--- config.mk ---
export PLATFORM = sky130hd
export DESIGN_NAME = ucs2_char_encoder_core
export DESIGN_NICKNAME = d
export VERILOG_FILES = /design/src/uce_pkg.sv /design/src/uce_encode.sv /design/src/uce_serializer.sv /design/src/ucs2_char_encoder_core.sv
export SDC_FILE = /design/constraint.sdc
export NUM_CORES = 1
export LEC_CHECK = 0
export BUFFER_PORTS_ARGS = -buffer_cell sky130_fd_sc_hd__buf_2
export CORE_ASPECT_RATIO = 1.1
export CORE_UTILIZATION = 60
export CTS_BUF_LIST = sky130_fd_sc_hd__clkbuf_8
export CTS_CLUSTER_SIZE = 20
export DETAILED_ROUTE_END_ITERATION = 12
export MAX_ROUTING_LAYER = met4
export PLACE_DENSITY_LB_ADDON = 0.1
export REMOVE_ABC_BUFFERS = 1
export SLEW_MARGIN = 20
export SYNTH_ARGS = -nofsm -noshare
export SYNTH_HDL_FRONTEND = slang
export SYNTH_SLANG_ARGS = --single-unit
--- constraint.sdc ---
create_clock -name clk -period 8 [get_ports clk]
set_input_delay 2 -clock clk [delete_from_list [all_inputs] [get_ports clk]]
set_output_delay 2 -clock clk [all_outputs]
set_load 0.02 [all_outputs]
--- src/uce_pkg.sv ---
// Shared types, mode codes and a helper function for the UCS-2 character encoder.
package uce_pkg;

	typedef enum logic [1:0] {
		MODE_UCS2  = 2'd0,
		MODE_UTF8  = 2'd1,
		MODE_ASCII = 2'd2,
		MODE_HTML  = 2'd3
	} mode_t;

	localparam mode_t MODE_RESET = MODE_UTF8;

	localparam int unsigned MaxBytes = 8;
	localparam int unsigned IdxW     = $clog2(MaxBytes);

	localparam logic [7:0] CH_AMP   = 8'h26;
	localparam logic [7:0] CH_HASH  = 8'h23;
	localparam logic [7:0] CH_X     = 8'h78;
	localparam logic [7:0] CH_SEMI  = 8'h3b;
	localparam logic [7:0] CH_SPACE = 8'h20;
	localparam logic [7:0] CH_QMARK = 8'h3f;
	localparam logic [7:0] CH_ZERO  = 8'h30;
	localparam logic [7:0] CH_LOW_A = 8'h61;
	localparam logic [15:0] CODE_NBSP = 16'h00a0;

	// One encoded run: byte 0 goes out first, last_idx marks the final byte.
	typedef struct packed {
		logic [MaxBytes-1:0][7:0] bytes;
		logic [IdxW-1:0]          last_idx;
	} run_t;

	function automatic logic [7:0] hex_char(input logic [3:0] nib);
		logic [7:0] r;
		if (nib < 4'd10) begin
			r = CH_ZERO + {4'd0, nib};
		end else begin
			r = CH_LOW_A + {4'd0, nib - 4'd10};
		end
		return r;
	endfunction

endpackage

--- src/uce_encode.sv ---
// Combinational encoder: one code unit and the mode in, one byte run out.
module uce_encode import uce_pkg::*; (
	input  logic [15:0] character,
	input  mode_t       mode,
	output run_t        run
);

	always_comb begin
		run = '0;
		case (mode)
			MODE_UCS2: begin
				run.bytes[0] = character[15:8];
				run.bytes[1] = character[7:0];
				run.last_idx = IdxW'(1);
			end
			MODE_UTF8: begin
				if (character < 16'h0080) begin
					run.bytes[0] = character[7:0];
					run.last_idx = IdxW'(0);
				end else if (character < 16'h0800) begin
					run.bytes[0] = {3'b110, character[10:6]};
					run.bytes[1] = {2'b10, character[5:0]};
					run.last_idx = IdxW'(1);
				end else begin
					run.bytes[0] = {4'b1110, character[15:12]};
					run.bytes[1] = {2'b10, character[11:6]};
					run.bytes[2] = {2'b10, character[5:0]};
					run.last_idx = IdxW'(2);
				end
			end
			MODE_ASCII: begin
				if (character == CODE_NBSP) begin
					run.bytes[0] = CH_SPACE;
				end else if (character >= 16'h0080) begin
					run.bytes[0] = CH_QMARK;
				end else begin
					run.bytes[0] = character[7:0];
				end
				run.last_idx = IdxW'(0);
			end
			MODE_HTML: begin
				if (character < 16'h0080) begin
					run.bytes[0] = character[7:0];
					run.last_idx = IdxW'(0);
				end else begin
					run.bytes[0] = CH_AMP;
					run.bytes[1] = CH_HASH;
					run.bytes[2] = CH_X;
					// hex digits without leading zeros; at least two here
					if (character >= 16'h1000) begin
						run.bytes[3] = hex_char(character[15:12]);
						run.bytes[4] = hex_char(character[11:8]);
						run.bytes[5] = hex_char(character[7:4]);
						run.bytes[6] = hex_char(character[3:0]);
						run.bytes[7] = CH_SEMI;
						run.last_idx = IdxW'(7);
					end else if (character >= 16'h0100) begin
						run.bytes[3] = hex_char(character[11:8]);
						run.bytes[4] = hex_char(character[7:4]);
						run.bytes[5] = hex_char(character[3:0]);
						run.bytes[6] = CH_SEMI;
						run.last_idx = IdxW'(6);
					end else begin
						run.bytes[3] = hex_char(character[7:4]);
						run.bytes[4] = hex_char(character[3:0]);
						run.bytes[5] = CH_SEMI;
						run.last_idx = IdxW'(5);
					end
				end
			end
			default: begin
				run = '0;
			end
		endcase
	end

endmodule

--- src/uce_serializer.sv ---
// Run register and byte serializer for the output channel.
module uce_serializer import uce_pkg::*; (
	input  logic       clk,
	input  logic       arst_n,
	input  logic       load_valid,
	input  run_t       load_run,
	output logic       load_ready,
	output logic       out_valid,
	input  logic       out_stall,
	output logic [7:0] out_byte,
	output logic       last_byte
);

	run_t            run_q;
	logic            busy_q;
	logic [IdxW-1:0] idx_q;
	logic            at_last;
	logic            out_xfer;
	logic            load;

	assign at_last    = (idx_q == run_q.last_idx);
	assign out_xfer   = busy_q && !out_stall;
	// a new run may replace the current one as its final byte transfers
	assign load_ready = !busy_q || (out_xfer && at_last);
	assign load       = load_valid && load_ready;

	always_ff @(posedge clk or negedge arst_n) begin
		if (!arst_n) begin
			busy_q <= 1'b0;
			idx_q  <= '0;
		end else begin
			if (load) begin
				busy_q <= 1'b1;
				idx_q  <= '0;
			end else if (out_xfer) begin
				if (at_last) begin
					busy_q <= 1'b0;
					idx_q  <= '0;
				end else begin
					idx_q <= idx_q + IdxW'(1);
				end
			end
		end
	end

	always_ff @(posedge clk) begin
		if (load) begin
			run_q <= load_run;
		end
	end

	assign out_valid = busy_q;
	assign out_byte  = run_q.bytes[idx_q];
	assign last_byte = at_last;

endmodule

--- src/ucs2_char_encoder_core.sv ---
// Top level of the UCS-2 character encoder: mode register, input stage, encoder, serializer.
//
//  channel  | handshake            | payload
//  ---------+----------------------+------------------------------
//  input    | in_valid / in_stall  | character[15:0]
//  output   | out_valid / out_stall| out_byte[7:0], last_byte
//  config   | cfg_wr_en            | cfg_wr_data[1:0] (encoding mode)
//
// A character is held in the input register, then its encoded run is loaded into
// the serializer, which sends one byte per cycle while out_stall is low. A run has
// 1 to 8 bytes, so single-byte runs flow at one character per cycle while out_stall
// is low. in_stall rises while the input register holds a character
// and the serializer cannot take it: bytes of the previous run remain beyond the
// current one, or the current final byte is held by out_stall.
// Reset empties both stages and sets the mode to UTF-8.
module ucs2_char_encoder_core import uce_pkg::*; (
	input  logic        clk,
	input  logic        arst_n,
	input  logic        cfg_wr_en,
	input  logic [1:0]  cfg_wr_data,
	input  logic        in_valid,
	output logic        in_stall,
	input  logic [15:0] character,
	output logic        out_valid,
	input  logic        out_stall,
	output logic [7:0]  out_byte,
	output logic        last_byte
);

	mode_t       mode_q;
	logic        valid_s1;
	logic [15:0] char_s1;
	run_t        enc_run;
	logic        ser_ready;
	logic        in_xfer;

	always_ff @(posedge clk or negedge arst_n) begin
		if (!arst_n) begin
			mode_q <= MODE_RESET;
		end else if (cfg_wr_en) begin
			mode_q <= mode_t'(cfg_wr_data);
		end
	end

	assign in_stall = valid_s1 && !ser_ready;
	assign in_xfer  = in_valid && !in_stall;

	always_ff @(posedge clk or negedge arst_n) begin
		if (!arst_n) begin
			valid_s1 <= 1'b0;
		end else if (!in_stall) begin
			valid_s1 <= in_valid;
		end
	end

	always_ff @(posedge clk) begin
		if (in_xfer) begin
			char_s1 <= character;
		end
	end

	uce_encode u_encode (
		.character (char_s1),
		.mode      (mode_q),
		.run       (enc_run)
	);

	uce_serializer u_serializer (
		.clk        (clk),
		.arst_n     (arst_n),
		.load_valid (valid_s1),
		.load_run   (enc_run),
		.load_ready (ser_ready),
		.out_valid  (out_valid),
		.out_stall  (out_stall),
		.out_byte   (out_byte),
		.last_byte  (last_byte)
	);

endmodule
==> impl_metrics.yaml, run 1 <==
cells_and_area:
  antennaDiodeCount: 0
  final_util_pct: 67.8
  finalNonFillerCells: 548
  drive_gt1_share_pct: 20.3
  area_delta_synth_final_pct: 8.77
  nets: 480
detailed_routing:
  ant_nets: 0
  drt_iter0_drc: 348
  routedWlPerCell_um: 20.3
  num_vias: 3508
  drt-total-wl_mm: 11.1
  drc_errors: 0
  dr.pass1.iters: 5
  vias_per_cell: 6.40
global_route:
  grt_pass1_vias: 3213
  grt_start_max_net_pins: 55
  antenna_found_initial: 0
  overflow: 0
  grt_pass1_wl_mm: 17.0
  grt_usage_pct: 29.7
clock_network:
  cts-root-buf: "clkbuf_8"
  cts_resized: 0
  clock-sinks: 77
  cts.reportedPaths.clkPinSlew_ns: 0.08
  clkLatencyLatePin_ns: 0.37
  tritoncts: "done"
  htree_levels: 3
  postCtsHoldBufs: 0
  clockBufferDepth: 2
  postCtsSetupBuffers: 0
  cts_made_buffers: 9
worst_setup_path:
  critPathKind: "primary input to output port"
  reg2reg_to: "u_serializer.run_q[0]"
  path_delay_family: "compound AO/OA/AOI/OAI gates"
  start_kind: "primary input"
  cp_max_fo: 7
  rr_worst_depth: 7
  cp_slowest_stage_delay_ns: 0.49
  cp_data_arrival_time_ns: 3.02
  cp_common_cell: "buf_2"
  cp_num_buf_inv: 3
  required_ns: 6.00
  r2r_slack_ns: 4.83
  cp-endpoint: "in_stall"
  critPathCaptureType: "output port"
  worstReg2RegStart: "char_s1[13]"
  worst_path_max_delay_cell: "o41ai_1"
  crit_start: "out_stall"
  crit_cells: 5
  crit_chain: "buf_2, o41ai_1, or2_2, inv_1, buf_2"
placement:
  port_buffers: 33
  place.gp.congestion: 0.952
  dp_hpwl_mm: 7.80
  dp.cells: 532
logic_synthesis:
  synth_flop_cell: "edfxtp_1"
  ys_types: 66
  ys_warn_count: 0
  yosys.area_share.simple_pct: 11.2
  synth_xor_area_share_pct: 2.62
  synth_area_leaders: "edfxtp_1 (45%), a21oi_1 (5.6%), mux4_2 (5.3%), ha_1 (5.1%), dfrtp_1 (3.2%)"
  synth_edf_count: 70
  synth_compound_area_share_pct: 18.5
  ys_seq_area_share_pct: 48.7
  ys_seq_elements: 77
  synth_most_common_cell: "edfxtp_1"
  synthTopCellsByCount: "edfxtp_1 (70), a21oi_1 (52), nor2_1 (30)"
  synthCells: 418
  syn_avg_cell_area_um2: 11.2
  yosys.area.top_type_share_pct: 44.9
  synthAdderAreaFrac_pct: 5.08
  synthMuxAreaShare_pct: 9.17
  synth_top_family_by_area: "compound AO/OA/AOI/OAI gates"
  synth_area_um2: 4680
  synth_area_leader_cell: "edfxtp_1"
  async_flop_share_pct: 9.09
timing:
  tightest_slew_ns: 1.03
  setup_tns_ns: 0
  finalHoldViolations: 0
  post-route-period-util_pct: 62.7
  fin_skew_ns: 0.0130
  fmax_ghz: 0.199
  fin_crit_ns: 5.02
  hold_slack_ns: 0.503
  setup_viol: 0
  maxSlewHeadroom_pct: 31.0
  slew_viol_final: 0
  rsz0062_at_grt: "false"
die:
  fp.coreArea_um2: 7510
  die_h_um: 94.7
  rows: 33
  initial_core_util_pct: 62.3
  die_area_um2: 8160
  die_w_um: 86.2
  ios: 34
min_path:
  hold_class: "flop to flop"
pwr:
  p_per_area_nw_per_um2: 280
  leakage_nw: 1.89
  peakVddDrop_uv: 153
status:
  status: "finished clean"
run:
  cap_violations: 0
[logic make-up (layout without fill, tap and decap cells)]
| kind of cell | after synthesis | count (layout) |
|---|---|---|
| AOI/OAI and AO/OA | 135 | 135 |
| and+or+nand+nor | 96 | 96 |
| DFF | 77 | 77 |
| buffers and inverters | 49 | 74 |
| muxes | 28 | 28 |
| adders and majority gates | 19 | 19 |
| xor gates and xnor gates | 14 | 14 |
[placed cells by master (no fill, tap or decap), drive strengths merged, types with 9 or more instances in the layout]
cell type / Yosys / final
nand2: 26 / 26
nor2: 30 / 30
mux4: 11 / 11
inv: 21 / 23
edfxtp: 70 / 70
mux2: 9 / 9
buf: 10 / 37
o21ai: 22 / 22
a21oi: 52 / 52
clkbuf: 18 / 10
ha: 19 / 19
nor3: 9 / 9
[how the worst min path moves through the flow]
stage | cells after the start | slack [ns] | to | from
after floorplan | 2 | 0.46 | u_serializer.out_valid | valid_s1
after global placement | 2 | 0.48 | u_serializer.out_valid | valid_s1
after detailed placement | 2 | 0.49 | u_serializer.out_valid | valid_s1
after CTS | 2 | 0.51 | u_serializer.out_valid | valid_s1
after global routing | 2 | 0.54 | u_serializer.out_valid | valid_s1
final | 2 | 0.50 | u_serializer.out_valid | valid_s1
[area by class of cell]
type | count | area, µm²
Clock buffer | 10 | 138
Clock inverter | 6 | 86.3
Fill cell | 596 | 2420
Inverter | 21 | 81.3
Multi-Input combinational cell | 292 | 2180
Sequential cell | 77 | 2280
Tap cell | 105 | 131
Timing Repair Buffer | 37 | 195
[where the power goes]
| part | internal [mW] | leakage, nW | switching, mW | total [mW] |
|---|---|---|---|---|
| sequential | 0.526 | 0.723 | 0.103 | 0.629 |
| combinational | 0.206 | 1.05 | 0.258 | 0.464 |
| clock | 0.184 | 0.118 | 0.150 | 0.334 |
[state kept, by name, summed over array words and instances (netlist names)]
| signal | cells |
|---|---|
| u_serializer.run_q | 54 |
| char_s1 | 16 |
| u_serializer.idx_q | 3 |
| mode_q | 2 |
| u_serializer.out_valid | 1 |
| valid_s1 | 1 |
[worst register-to-register path: cells and delay by family (launching register included)]
family / cells / cell delay [ns]
AOI/OAI and AO/OA: 3 / 1.17
and+or+nand+nor: 2 / 0.72
DFF: 1 / 0.49
buffers and inverters: 1 / 0.30
adders and majority gates: 1 / 0.25
[stage by stage]
step                      power, mW  setup WS [ns]  cell area (µm²)
after floorplan               0.948           3.31             4540
after global placement         1.08           2.99             4870
after detailed placement       1.10           2.99             4870
after CTS                      1.43           2.98             5090
after global routing           1.49           2.90             5090
final                          1.43           2.98             5090
[metal layers]
| metal | track usage (%) | part of all wire, % |
|---|---|---|
| met3 | 4.90 | 6.7 |
| met4 | 16.0 | 3.7 |
| met2 | 45.1 | 46 |
| met1 | 38.2 | 43 |
| met5 | - | 0 |
(Power assumes the default switching activity.)
==> inputs of run 2 (changes only) <==
--- a/config.mk
+++ b/config.mk
@@ -5,6 +5,7 @@
 export SDC_FILE = /design/constraint.sdc
 export NUM_CORES = 1
 export LEC_CHECK = 0
+export ABC_AREA = 1
 export BUFFER_PORTS_ARGS = -buffer_cell sky130_fd_sc_hd__buf_2
 export CORE_ASPECT_RATIO = 1.1
 export CORE_UTILIZATION = 60
==> constraint.sdc (replaced) <==
create_clock -name clk -period 5 [get_ports clk]
set_input_delay 1.25 -clock clk [delete_from_list [all_inputs] [get_ports clk]]
set_output_delay 1.25 -clock clk [all_outputs]
set_load 0.02 [all_outputs]
==> run 2 against run 1 <==
Via count increased by 13%; largest cell class unchanged; utilization about the same; cell count increased by 29%; global-route usage increased by 1.8 points; routed wire length increased by 4.9%.
==> impl_metrics.yaml, run 2 <==
timing:
  fin_crit_ns: 3.68
  maxSlewHeadroom_pct: 41.7
  slew_viol_final: 0
  rsz0062_at_grt: "false"
  post-route-period-util_pct: 73.5
  setup_viol: 0
  fin_skew_ns: 0.00780
  fmax_ghz: 0.272
  setup_tns_ns: 0
  tightest_slew_ns: 0.869
  finalHoldViolations: 0
  final.setup.worst_slack_ns: 1.32
  hold_slack_ns: 0.520
logic_synthesis:
  synth_area_leader_cell: "edfxtp_1"
  ys_warn_count: 0
  synth_flop_cell: "edfxtp_1"
  ys_seq_area_share_pct: 48.8
  synthCells: 571
  syn_avg_cell_area_um2: 8.17
  ys_types: 37
  synth_area_leaders: "edfxtp_1 (45%), nand2_1 (13%), nor2_1 (6.2%), nand3_1 (5.1%), ha_1 (5.1%)"
  synth_area_um2: 4670
  yosys.area.top_type_share_pct: 45.0
  synth_most_common_cell: "nand2_1"
  ys_seq_elements: 77
  async_flop_share_pct: 9.09
  synth_edf_count: 70
  synthTopCellsByCount: "nand2_1 (156), nor2_1 (77), edfxtp_1 (70)"
placement:
  dp_hpwl_mm: 8.60
  pre_cts_ws_ns: 1.69
  postPlaceCellArea_um2: 4880
  place.gp.congestion: 0.956
  port_buffers: 33
clock_network:
  cts_made_buffers: 9
  clock-sinks: 77
  cts.reportedPaths.clkPinSlew_ns: 0.09
  htree_levels: 3
  tritoncts: "done"
  postCtsSetupBuffers: 0
  cts-root-buf: "clkbuf_8"
  clkLatencyLatePin_ns: 0.35
  cts_resized: 0
  postCtsHoldBufs: 0
  clockBufferDepth: 2
detailed_routing:
  ant_nets: 0
  num_vias: 3967
  vias_per_cell: 5.61
  drc_errors: 0
  dr.pass1.iters: 5
  drt_iter0_drc: 370
  routedWlPerCell_um: 16.5
  drt-total-wl_mm: 11.7
cells_and_area:
  antennaDiodeCount: 0
  multi_input_area_um2: 2050
  drive_gt1_share_pct: 10.5
  design_area_um2: 5060
  seq_area_um2: 2280
  top_regs: "u_serializer.run_q x54, char_s1 x16, u_serializer.idx_q x3"
  final_common_cell: "nand2_1"
  regMostFlops: "u_serializer.run_q"
  final_cell_mix: "nand2_1 (156), nor2_1 (77), edfxtp_1 (70), inv_1 (62), nand3_1 (48)"
  largest_reg_flops: 54
  area_delta_synth_final_pct: 8.44
  nFillCells: 635
  nets: 639
min_path:
  min_to: "mode_q[0]"
  hold_class: "flop to flop"
  worstHoldStart: "mode_q[0]"
  holdPathStages: 2
die:
  die_area_um2: 8140
  fp.coreArea_um2: 7470
  rows: 33
  ios: 34
  initial_core_util_pct: 62.4
  die_h_um: 94.5
  die_w_um: 86.1
worst_setup_path:
  cp_max_fo: 18
  worstReg2RegStart: "char_s1[8]"
  critPathKind: "flop to output port"
  cp_data_arrival_time_ns: 2.43
  required_ns: 3.75
  reg2reg_to: "u_serializer.run_q[11]"
  rr_worst_depth: 9
  critPathCaptureType: "output port"
  start_kind: "flop"
  r2r_slack_ns: 2.30
pwr:
  p_per_area_nw_per_um2: 466
  total_power_mw: 2.36
  leakage_nw: 2.26
  peakVddDrop_uv: 249
global_route:
  grt_pass1_vias: 3601
  grt_pass1_wl_mm: 18.5
  grt_start_max_net_pins: 55
  overflow: 0
  antenna_found_initial: 0
  grt_usage_pct: 31.4
run:
  cap_violations: 0
status:
  status: "finished clean"
-- run 2: cell types whose count changed in the layout (fill, tap and decap cells not counted), moves of 22 or more --
cell,before,now
nor2_1,30,77
a21oi_1,52,25
o21ai_0,16,38
nand2_1,24,156
inv_1,19,62
nand3_1,1,48
-- run 2: logic make-up (layout without fill, tap and decap cells) --
logic type	after synthesis	after routing	share of synthesized area, %
fa+ha+maj	19	19	5.09
flops	77	77	48.8
xor+xnor	9	9	1.69
simple gates	291	291	25.3
buf+inv	84	115	7.51
mux	1	1	0.214
compound gates	90	90	11.4
-- run 2: layout make-up --
| cell class | count | share of cell area [%] |
|---|---|---|
| Clock inverter | 7 | 1.14 |
| Clock buffer | 9 | 2.45 |
| Multi-Input combinational cell | 410 | 40.5 |
| Inverter | 64 | 4.75 |
| Timing Repair Buffer | 35 | 3.56 |
| Sequential cell | 77 | 45.0 |
| Tap cell | 105 | 2.60 |
-- run 2: worst max-delay path: stages, from the launching register on --
cell and delay (ns):
dfrtp_1 0.72, inv_1 0.38, nand2_1 0.13, inv_1 0.22, a221oi_1 0.35, a21oi_1 0.10
buf_2 0.17
-- run 2: stage by stage --
step                      instances  util [%]
after floorplan                 551         -
after global placement          691      65.3
after detailed placement        691      65.3
after CTS                       707      67.7
after global routing            707      67.7
final                           707      67.7
-- run 2: routing by layer --
layer / GRT usage [%] / wire, µm
met1: 41.6 / 5000
met2: 50.1 / 5500
met3: 3.67 / 854
met4: 11.5 / 295
met5: - / 0
-- run 2: worst max path at each step --
stage | cells past startpoint | start | to | slack (ns)
after CTS | 6 | u_serializer.idx_q[0] | out_byte[3] | 1.32
after detailed placement | 6 | out_stall | in_stall | 1.69
after floorplan | 3 | out_stall | u_serializer.run_q[0] | 0.37
after global placement | 6 | out_stall | in_stall | 1.76
final | 6 | u_serializer.idx_q[0] | out_byte[1] | 1.32
after global routing | 6 | u_serializer.idx_q[0] | out_byte[3] | 1.08
-- run 2: report_power, final --
part	total [mW]	switching, mW	leakage [nW]	internal, mW
clock network	0.443	0.256	0.0881	0.187
logic	0.901	0.610	1.44	0.291
registers	1.01	0.143	0.730	0.870
